## config.mk

```make
export PLATFORM = sky130hd
export DESIGN_NAME = html_entity_decoder_top_flat
export DESIGN_NICKNAME = d
export VERILOG_FILES = /design/src/hdl/hed_pkg.sv /design/src/hdl/hed_in_if.sv /design/src/hdl/hed_out_if.sv /design/src/hdl/hed_name_match.sv /design/src/hdl/html_entity_decoder_top.sv /design/src/flat_wrapper.sv
export SDC_FILE = /design/constraint.sdc
export NUM_CORES = 1
export LEC_CHECK = 0
export ABC_AREA = 1
export BUFFER_PORTS_ARGS = -buffer_cell sky130_fd_sc_hd__buf_2
export CAP_MARGIN = 15
export CORE_MARGIN = 10
export CORE_UTILIZATION = 50
export DETAILED_ROUTE_END_ITERATION = 12
export GPL_ROUTABILITY_DRIVEN = 0
export PLACE_DENSITY = 0.65
export SKIP_LAST_GASP = 1
export SLEW_MARGIN = 15
export SYNTH_ARGS = -nofsm -noshare
export SYNTH_HDL_FRONTEND = slang
export SYNTH_SLANG_ARGS = --single-unit
```

## constraint.sdc

```tcl
create_clock -name clk -period 9.4 [get_ports clk]
set_input_delay 0.94 -clock clk [delete_from_list [all_inputs] [get_ports clk]]
set_output_delay 0.94 -clock clk [all_outputs]
set_load 0.01 [all_outputs]
```

## src/hdl/hed_pkg.sv

```systemverilog
// shared constants, types and the entity name table of the html entity decoder
`timescale 1ns / 1ps

package hed_pkg;

	localparam int MAX_NAME  = 8;
	localparam int NUM_ENT   = 64;
	localparam int NAME_SLOT = 7;
	localparam int NLEN_W    = $clog2(MAX_NAME + 2);

	localparam logic [1:0] ST_OK      = 2'd0;
	localparam logic [1:0] ST_UNDEF   = 2'd1;
	localparam logic [1:0] ST_INVALID = 2'd2;

	localparam logic [7:0] CH_NUL   = 8'h00;
	localparam logic [7:0] CH_AMP   = 8'h26;
	localparam logic [7:0] CH_SEMI  = 8'h3b;
	localparam logic [7:0] CH_HASH  = 8'h23;
	localparam logic [7:0] CH_PLUS  = 8'h2b;
	localparam logic [7:0] CH_MINUS = 8'h2d;
	localparam logic [7:0] CH_0     = 8'h30;
	localparam logic [7:0] CH_9     = 8'h39;
	localparam logic [7:0] CH_SPACE = 8'h20;
	localparam logic [7:0] CH_TAB   = 8'h09;
	localparam logic [7:0] CH_CR    = 8'h0d;

	typedef enum logic [5:0] {
		PH_AMP    = 6'b000001,
		PH_FIRST  = 6'b000010,
		PH_SIGN   = 6'b000100,
		PH_DIGITS = 6'b001000,
		PH_NAME   = 6'b010000,
		PH_DONE   = 6'b100000
	} phase_t;

	typedef struct packed {
		logic       hit;
		logic [7:0] code;
	} name_hit_t;

	// names left aligned, first character in the top byte, zero padded
	localparam logic [8*NAME_SLOT-1:0] ENT_TEXT [NUM_ENT] = '{
		{"quot", 24'h0}, {"amp", 32'h0}, {"lt", 40'h0}, {"gt", 40'h0},
		{"Agrave", 8'h0}, {"Aacute", 8'h0}, {"Acirc", 16'h0}, {"Atilde", 8'h0},
		{"Auml", 24'h0}, {"Aring", 16'h0}, {"AElig", 16'h0}, {"Ccedil", 8'h0},
		{"Egrave", 8'h0}, {"Eacute", 8'h0}, {"Ecirc", 16'h0}, {"Euml", 24'h0},
		{"Igrave", 8'h0}, {"Iacute", 8'h0}, {"Icirc", 16'h0}, {"Iuml", 24'h0},
		{"Ntilde", 8'h0}, {"Ograve", 8'h0}, {"Oacute", 8'h0}, {"Ocirc", 16'h0},
		{"Otilde", 8'h0}, {"Ouml", 24'h0}, {"Oslash", 8'h0}, {"Ugrave", 8'h0},
		{"Uacute", 8'h0}, {"Ucirc", 16'h0}, {"Uuml", 24'h0}, {"Yacute", 8'h0},
		{"THORN", 16'h0}, {"szlig", 16'h0}, {"agrave", 8'h0}, {"aacute", 8'h0},
		{"acirc", 16'h0}, {"atilde", 8'h0}, {"auml", 24'h0}, {"aring", 16'h0},
		{"aelig", 16'h0}, {"ccedil", 8'h0}, {"egrave", 8'h0}, {"eacute", 8'h0},
		{"ecirc", 16'h0}, {"euml", 24'h0}, {"igrave", 8'h0}, {"iacute", 8'h0},
		{"icirc", 16'h0}, {"iuml", 24'h0}, {"eth", 32'h0}, {"ntilde", 8'h0},
		{"ograve", 8'h0}, {"oacute", 8'h0}, {"ocirc", 16'h0}, {"otilde", 8'h0},
		{"ouml", 24'h0}, {"oslash", 8'h0}, {"ugrave", 8'h0}, {"uacute", 8'h0},
		{"ucirc", 16'h0}, {"uuml", 24'h0}, {"yacute", 8'h0}, {"thorn", 16'h0}
	};

	localparam logic [7:0] ENT_CODE [NUM_ENT] = '{
		8'd34, 8'd38, 8'd60, 8'd62,
		8'd192, 8'd193, 8'd194, 8'd195, 8'd196, 8'd197, 8'd198, 8'd199,
		8'd200, 8'd201, 8'd202, 8'd203, 8'd204, 8'd205, 8'd206, 8'd207,
		8'd209, 8'd210, 8'd211, 8'd212, 8'd213, 8'd214, 8'd216, 8'd217,
		8'd218, 8'd219, 8'd220, 8'd221, 8'd222, 8'd223, 8'd224, 8'd225,
		8'd226, 8'd227, 8'd228, 8'd229, 8'd230, 8'd231, 8'd232, 8'd233,
		8'd234, 8'd235, 8'd236, 8'd237, 8'd238, 8'd239, 8'd240, 8'd241,
		8'd242, 8'd243, 8'd244, 8'd245, 8'd246, 8'd248, 8'd249, 8'd250,
		8'd251, 8'd252, 8'd253, 8'd254
	};

endpackage

```

## src/hdl/hed_in_if.sv

```systemverilog
// input byte channel of the html entity decoder
`timescale 1ns / 1ps

interface hed_in_if;
	logic       valid;
	logic       ready;
	logic [7:0] char_byte;
	logic       end_of_string;

	modport source (output valid, output char_byte, output end_of_string, input ready);
	modport sink (input valid, input char_byte, input end_of_string, output ready);
endinterface

```

## src/hdl/hed_out_if.sv

```systemverilog
// result channel of the html entity decoder
`timescale 1ns / 1ps

interface hed_out_if;
	logic               valid;
	logic               ready;
	logic signed [31:0] code;
	logic [1:0]         status;

	modport source (output valid, output code, output status, input ready);
	modport sink (input valid, input code, input status, output ready);
endinterface

```

## src/hdl/hed_name_match.sv

```systemverilog
// parallel compare of one name byte against all entity names, and the name lookup
`timescale 1ns / 1ps

module hed_name_match
	import hed_pkg::*;
(
	input  logic [NUM_ENT-1:0] cand,
	input  logic [NLEN_W-1:0]  pos,
	input  logic [7:0]         chr,
	output logic [NUM_ENT-1:0] cand_next,
	output name_hit_t          lookup
);

	logic       in_slot;
	logic [2:0] pos_idx;
	logic       lookup_ok;

	assign in_slot   = pos < NLEN_W'(NAME_SLOT);
	assign pos_idx   = in_slot ? pos[2:0] : 3'd0;
	assign lookup_ok = (pos != '0) && (pos <= NLEN_W'(MAX_NAME)) && in_slot;

	always_comb begin
		cand_next   = '0;
		lookup.hit  = 1'b0;
		lookup.code = '0;
		for (int i = 0; i < NUM_ENT; i++) begin
			cand_next[i] = cand[i] && in_slot &&
				(ENT_TEXT[i][8*(NAME_SLOT-1-pos_idx) +: 8] == chr);
			// names are unique, so at most one entry ends here
			if (cand[i] && lookup_ok && ENT_TEXT[i][8*(NAME_SLOT-1-pos_idx) +: 8] == CH_NUL) begin
				lookup.hit  = 1'b1;
				lookup.code = lookup.code | ENT_CODE[i];
			end
		end
	end

endmodule

```

## src/hdl/html_entity_decoder_top.sv

```systemverilog
// top level of the html entity decoder: byte register, parser state and result register
`timescale 1ns / 1ps

// Decodes one HTML character reference per string, fed one byte per beat on
// in_stream; end_of_string marks the last byte. Each string gives exactly one
// beat on out_stream: status ok with the code, undefined for an unknown or
// too long name, or invalid. Bytes stream at one per cycle while the input
// does not wait. A byte is taken into an input register, and from there it
// updates the parser state (a parallel compare against all 64 names, or one
// decimal digit step) and, when it settles the string, writes the result
// register. The input only waits when the result register holds an unread
// result and the registered byte would make another one.
module html_entity_decoder_top
	import hed_pkg::*;
(
	input  logic      clk,
	input  logic      arst_n,
	hed_in_if.sink    in_stream,
	hed_out_if.source out_stream
);

	// input register
	logic       valid_s1;
	logic [7:0] byte_s1;
	logic       eos_s1;

	// parser state
	phase_t             phase_q;
	logic [NLEN_W-1:0]  len_q;
	logic [NUM_ENT-1:0] cand_q;
	logic [31:0]        val_q;
	logic               neg_q;
	logic               stop_q;

	// result register
	logic        out_valid_q;
	logic [31:0] code_q;
	logic [1:0]  status_q;

	phase_t             ph_n;
	logic [NLEN_W-1:0]  len_n;
	logic [NUM_ENT-1:0] cand_n;
	logic [31:0]        val_n;
	logic               neg_n;
	logic               stop_n;
	logic               r_vld;
	logic [31:0]        r_code;
	logic [1:0]         r_st;

	logic [NUM_ENT-1:0] cand_step;
	name_hit_t          name_hit;
	logic               advance;
	logic               is_space;
	logic               is_digit;
	logic [7:0]         diff;
	logic [35:0]        prod;
	logic [31:0]        val_step;
	logic [31:0]        num_res;
	logic [NLEN_W-1:0]  len_inc;

	hed_name_match u_match (
		.cand      (cand_q),
		.pos       (len_q),
		.chr       (byte_s1),
		.cand_next (cand_step),
		.lookup    (name_hit)
	);

	// a byte that makes no result never waits on the result register
	assign advance         = valid_s1 && (!r_vld || !out_valid_q || out_stream.ready);
	assign in_stream.ready = !valid_s1 || advance;

	assign is_space = (byte_s1 == CH_SPACE) || (byte_s1 inside {[CH_TAB:CH_CR]});
	assign is_digit = byte_s1 inside {[CH_0:CH_9]};
	assign diff     = byte_s1 - CH_0;

	// value * 10 + digit, saturated at 2^31
	assign prod     = ({4'b0, val_q} << 3) + ({4'b0, val_q} << 1) + {32'b0, diff[3:0]};
	assign val_step = (prod > 36'h080000000) ? 32'h80000000 : prod[31:0];

	assign num_res = neg_q ? (32'd0 - val_q) :
		((val_q > 32'h7fffffff) ? 32'h7fffffff : val_q);

	assign len_inc = (len_q <= NLEN_W'(MAX_NAME)) ? len_q + NLEN_W'(1) : len_q;

	always_comb begin
		ph_n   = phase_q;
		len_n  = len_q;
		cand_n = cand_q;
		val_n  = val_q;
		neg_n  = neg_q;
		stop_n = stop_q;
		r_vld  = 1'b0;
		r_code = '0;
		r_st   = ST_OK;
		if (phase_q != PH_DONE) begin
			if (byte_s1 == CH_NUL) begin
				r_vld = 1'b1;
				r_st  = ST_INVALID;
			end else if (phase_q == PH_AMP) begin
				if (byte_s1 != CH_AMP) begin
					r_vld = 1'b1;
					r_st  = ST_INVALID;
				end else begin
					ph_n = PH_FIRST;
				end
			end else if (byte_s1 == CH_SEMI) begin
				r_vld = 1'b1;
				if (phase_q == PH_SIGN || phase_q == PH_DIGITS) begin
					r_code = num_res;
				end else if (phase_q == PH_NAME && name_hit.hit) begin
					r_code = {24'b0, name_hit.code};
				end else begin
					r_st = ST_UNDEF;
				end
			end else if (is_space) begin
				r_vld = 1'b1;
				r_st  = ST_INVALID;
			end else begin
				case (phase_q)
					PH_FIRST: begin
						if (byte_s1 == CH_HASH) begin
							ph_n = PH_SIGN;
						end else begin
							cand_n = cand_step;
							len_n  = len_inc;
							ph_n   = PH_NAME;
						end
					end
					PH_SIGN: begin
						ph_n = PH_DIGITS;
						if (byte_s1 == CH_MINUS) begin
							neg_n = 1'b1;
						end else if (is_digit) begin
							val_n = {28'b0, diff[3:0]};
						end else if (byte_s1 != CH_PLUS) begin
							stop_n = 1'b1;
						end
					end
					PH_DIGITS: begin
						if (!stop_q && is_digit) begin
							val_n = val_step;
						end else begin
							stop_n = 1'b1;
						end
					end
					PH_NAME: begin
						cand_n = cand_step;
						len_n  = len_inc;
					end
					default: begin
						ph_n = phase_q;
					end
				endcase
			end
			if (r_vld) begin
				ph_n = PH_DONE;
			end
		end
		// the last byte always closes the string and rearms the parser
		if (eos_s1) begin
			if (ph_n != PH_DONE) begin
				r_vld  = 1'b1;
				r_code = '0;
				r_st   = ST_INVALID;
			end
			ph_n   = PH_AMP;
			len_n  = '0;
			cand_n = '1;
			val_n  = '0;
			neg_n  = 1'b0;
			stop_n = 1'b0;
		end
	end

	always_ff @(posedge clk or negedge arst_n) begin
		if (!arst_n) begin
			valid_s1 <= 1'b0;
		end else if (in_stream.ready) begin
			valid_s1 <= in_stream.valid;
		end
	end

	always_ff @(posedge clk) begin
		if (in_stream.valid && in_stream.ready) begin
			byte_s1 <= in_stream.char_byte;
			eos_s1  <= in_stream.end_of_string;
		end
	end

	always_ff @(posedge clk or negedge arst_n) begin
		if (!arst_n) begin
			phase_q <= PH_AMP;
			len_q   <= '0;
			cand_q  <= '1;
			val_q   <= '0;
			neg_q   <= 1'b0;
			stop_q  <= 1'b0;
		end else if (advance) begin
			phase_q <= ph_n;
			len_q   <= len_n;
			cand_q  <= cand_n;
			val_q   <= val_n;
			neg_q   <= neg_n;
			stop_q  <= stop_n;
		end
	end

	always_ff @(posedge clk or negedge arst_n) begin
		if (!arst_n) begin
			out_valid_q <= 1'b0;
		end else if (advance && r_vld) begin
			out_valid_q <= 1'b1;
		end else if (out_stream.ready) begin
			out_valid_q <= 1'b0;
		end
	end

	always_ff @(posedge clk) begin
		if (advance && r_vld) begin
			code_q   <= r_code;
			status_q <= r_st;
		end
	end

	assign out_stream.valid  = out_valid_q;
	assign out_stream.code   = signed'(code_q);
	assign out_stream.status = status_q;

endmodule

```

## src/flat_wrapper.sv

```systemverilog
// flat-port wrapper written by rule: the top's interface ports become plain ports
module html_entity_decoder_top_flat import hed_pkg::*;
  (clk, arst_n, in_stream_valid, in_stream_char_byte, in_stream_end_of_string, in_stream_ready, out_stream_valid, out_stream_code, out_stream_status, out_stream_ready);
  hed_in_if in_stream_i ();
  hed_out_if out_stream_i ();
  input  logic clk;
  input  logic arst_n;
  input wire logic [$bits(in_stream_i.valid)-1:0] in_stream_valid;
  input wire logic [$bits(in_stream_i.char_byte)-1:0] in_stream_char_byte;
  input wire logic [$bits(in_stream_i.end_of_string)-1:0] in_stream_end_of_string;
  output wire logic [$bits(in_stream_i.ready)-1:0] in_stream_ready;
  output wire logic [$bits(out_stream_i.valid)-1:0] out_stream_valid;
  output wire logic [$bits(out_stream_i.code)-1:0] out_stream_code;
  output wire logic [$bits(out_stream_i.status)-1:0] out_stream_status;
  input wire logic [$bits(out_stream_i.ready)-1:0] out_stream_ready;
  assign in_stream_i.valid = in_stream_valid;
  assign in_stream_i.char_byte = in_stream_char_byte;
  assign in_stream_i.end_of_string = in_stream_end_of_string;
  assign in_stream_ready = in_stream_i.ready;
  assign out_stream_valid = out_stream_i.valid;
  assign out_stream_code = out_stream_i.code;
  assign out_stream_status = out_stream_i.status;
  assign out_stream_i.ready = out_stream_ready;
  html_entity_decoder_top u_core (.clk(clk), .arst_n(arst_n), .in_stream(in_stream_i), .out_stream(out_stream_i));
endmodule
```

==> summary.md <==
| Metric | Value |
|---|---|
| Post-synthesis cell type count | 64 |
| Critical path's most frequent cell | nand2_1 |
| Via/cell ratio | 5.72 |
| Drt pass-1 iters | 7 |
| R2R cell count | 21 |
| Rows | 61 |
| Endpoints failing setup | 0 |
| Final hold vios | 0 |
| Cell Pwr Density | 255 nW/um2 |
| Worst EP arrival | 4.63 ns |
| Buf+Inv Stages, Crit Path | 2 |
| CTS clk-pin slew, worst paths | 0.08 ns |
| Synth warnings | 0 |
| R2R Path End | u_core.val_q[19] |
| Synth Area in Compound Gates | 0.110 |
| Status | finished, final reports clean |
| Post-synthesis mux area share | 0 |
| Crit path depth | 21 |
| Post-Synth Simple-Gate Area | 0.390 |
| Die Y | 188 um |
| Routed vias | 14,700 |
| Crit-path cells | ha_1 > ha_1 > inv_1 > fa_1 > inv_1 > nand2_1 > nand2_1 > nand3_1 > nand2_1 > nand2_1 > nand2_1 > nand2_1 > nand2_1 > nor2_1 > nor2_1 > nand2_1 > nor2_1 > nand4_1 > nand2_1 > nand3_1 > o21ai_0 |
| Area leader, netlist | nand2_1 |
| R2R Setup Slk | 5.12 ns |
| Worst Setup End Kind | register |
| Total power | 0.00387 W |
| Die width | 188 um |
| Setup CP Type | reg2reg |
| Worst-path maximum fanout | 27 |
| Area grow syn2layout | 7.17% |
| Synth Area in XOR/XNOR | 0.0346 |
| Placed cell count | 2,537 |
| Unrepaired setup endpoints after global routing | no |
| Diode count | 0 |
| Synth Area in Adders | 0.0647 |
| Largest net degree at the start of global routing | 68 |
| Final std cells w/o fill | 2,569 |
| Post-synth top cells | nand2_1 (624), inv_1 (290), nor2_1 (211) |
| Share of cells above drive strength 1 | 0.117 |
| Worst slew margin | 0.383 |
| Measured slew at the worst slew-check pin | 0.924 ns |
| DP Worst Slack | 5.22 ns |
| First-pass GRT wire length | 76.7 mm |
| Total CTS buffers | 17 |
| Critical Path End | u_core.val_q[19] |
| Syn nets | 2,249 |
| DR WL/cell | 18.5 um |
| Starting density of the core | 0.508 |
| H-tree depth | 4 |
| I/O pins | 49 |
| Nets | 2,263 |
| Post-CTS sizing | 0 |
| Gr ovfl total | 0 |
| Max Slew Vio Count | 0 |
| R2r startpoint | u_core.byte_s1[2] |
| Cells after Synth | 2,164 |
| Final WS setup | 5.12 ns |
| Cell family with most CP delay | simple AND/OR/NAND/NOR gates |
| Number of max-cap violations | 0 |
| Ys flop type | dfstp_2 |
| Avg Cell Area, Syn | 6.54 um2 |
| Top-area cell type share of the netlist area | 0.165 |
| Max Clk Rate | 0.234 GHz |
| Hold Path Class | reg2reg |
| Root buffer cell | clkbuf_16 |
| Total GRT Usage | 0.267 |
| # Post-CTS Setup Buffers | 0 |
| Top area cells in the synthesized netlist | nand2_1 (17%), dfstp_2 (12%), edfxtp_1 (9.1%) |
| Area of the die | 35,400 um2 |
| Port Buf Inserts | 48 |
| Number of synthesized flops with an enable pin | 43 |
| Core ar. | 27,900 um2 |
| Final TNS setup | 0 ns |
| CTS Sinks | 153 |
| Fin crit share | 0.455 |
| Final antenna-violating net count | 0 |
| Initial DRC count | 1,889 |
| Hold buffers post-CTS | 0 |
| Worst VDD drop | 0.191 mV |
| Antenna violations before repair | 1 |
| Residual DRC | 0 |
| Crit path time final | 4.28 ns |
| DP HPWL | 36.5 mm |
| CP Data Required Time | 9.76 ns |
| Vias in the first global route | 14,200 |
| Critical Path Start | u_core.byte_s1[2] |
| CP startpoint kind | register |
| Worst-case clock buffer depth | 2 |
| TritonCTS clock tree | done |
| Post-synth ARST share | 0.719 |
| CP max stage delay | 0.74 ns |
| Register bit total from synthesis | 153 |
| Final wirelength | 47.5 mm |
| Largest family of logic cells by synthesized area | simple AND/OR/NAND/NOR gates |
| Clk_lat worst skew | 0.45 ns |
| Synthesized area | 14,200 um2 |
| Most numerous cell in the Yosys netlist | nand2_1 |
| Setup Skew | 0.0187 ns |
| Post-synthesis sequential area ratio | 0.291 |
| Leakage | 7.60 nW |
| CP max-delay cell | edfxtp_1 |
-- placed cells by master (no fill, tap or decap), drive strengths merged, types with 45 or more instances in the layout --
master,instances
nand2,644
inv,323
nor2,237
nand3,178
o21ai,154
ha,70
a21oi,66
dfstp,65
nand4,63
nor3,59
buf,57
xor2,51
dfrtp,45
-- per-layer routing --
layer / up-vias / global-route usage / wire, um
met2: 661 / 0.448 / 22200
met1: 6775 / 0.321 / 19300
met3: 166 / 0.0295 / 2870
li1: 7104 / - / -
met4: 0 / 0.168 / 3190
met5: - / 0 / 0
-- through the flow --
step / hold WS, ns / cell area (um2) / utilization
after floorplan: 0.442 / 14200 / -
after global placement: 0.458 / 14600 / 0.524
after global routing: 0.502 / 15200 / 0.545
final: 0.472 / 15200 / 0.545
after detailed placement: 0.461 / 14600 / 0.524
after CTS: 0.472 / 15200 / 0.545
-- report_power, final --
part	total [W]	internal, W	leakage [nW]	switching [W]
logic	0.00197	0.000550	5.59	0.00142
registers	0.00118	0.00101	1.72	0.000172
clock network	0.000718	0.000378	0.292	0.000339
total	0.00387	0.00194	7.60	0.00193
-- flip-flops by register name, indices dropped and copies added (netlist names) --
register                  flops
u_core.byte_s1                8
u_core.val_q                 32
u_core.neg_q                  1
u_core.valid_s1               1
u_core.out_stream.status      2
u_core.len_q                  4
u_core.phase_q                6
u_core.out_stream.code       32
u_core.eos_s1                 1
u_core.stop_q                 1
u_core.cand_q                64
u_core.out_stream.valid       1
-- worst min-delay path by stage --
| stage | startpoint | end | slack, ns | depth (start not counted) |
|---|---|---|---|---|
| after floorplan | u_core.cand_q[44] | u_core.cand_q[44] | 0.44 | 2 |
| after global placement | u_core.cand_q[44] | u_core.cand_q[44] | 0.46 | 2 |
| after detailed placement | u_core.cand_q[44] | u_core.cand_q[44] | 0.46 | 2 |
| after CTS | u_core.cand_q[44] | u_core.cand_q[44] | 0.47 | 2 |
| after global routing | u_core.cand_q[44] | u_core.cand_q[44] | 0.50 | 2 |
| final | u_core.cand_q[44] | u_core.cand_q[44] | 0.47 | 2 |
-- final cells by class --
class / instances / area [um2]
Tap cell: 378 / 473
Timing Repair Buffer: 57 / 310
Clock inverter: 14 / 154
Fill cell: 2856 / 12700
Clock buffer: 18 / 429
Sequential cell: 153 / 4130
Inverter: 316 / 1190
Multi-Input combinational cell: 1633 / 8490
-- cell families (layout without fill, tap and decap cells) --
kind of cell    Yosys count  in the layout
buf+inv                 378            405
fa+ha+maj                72             72
simple gates           1232           1232
flops                   153            153
xor+xnor                 55             55
compound gates          274            274
-- tightest hold or removal path, stage by stage (launching register included) --
cell     delay [ns]
dfstp_2        0.38
nand2_1        0.06
nand2_1        0.04
No activity file was read; power rests on OpenSTA's default activity.
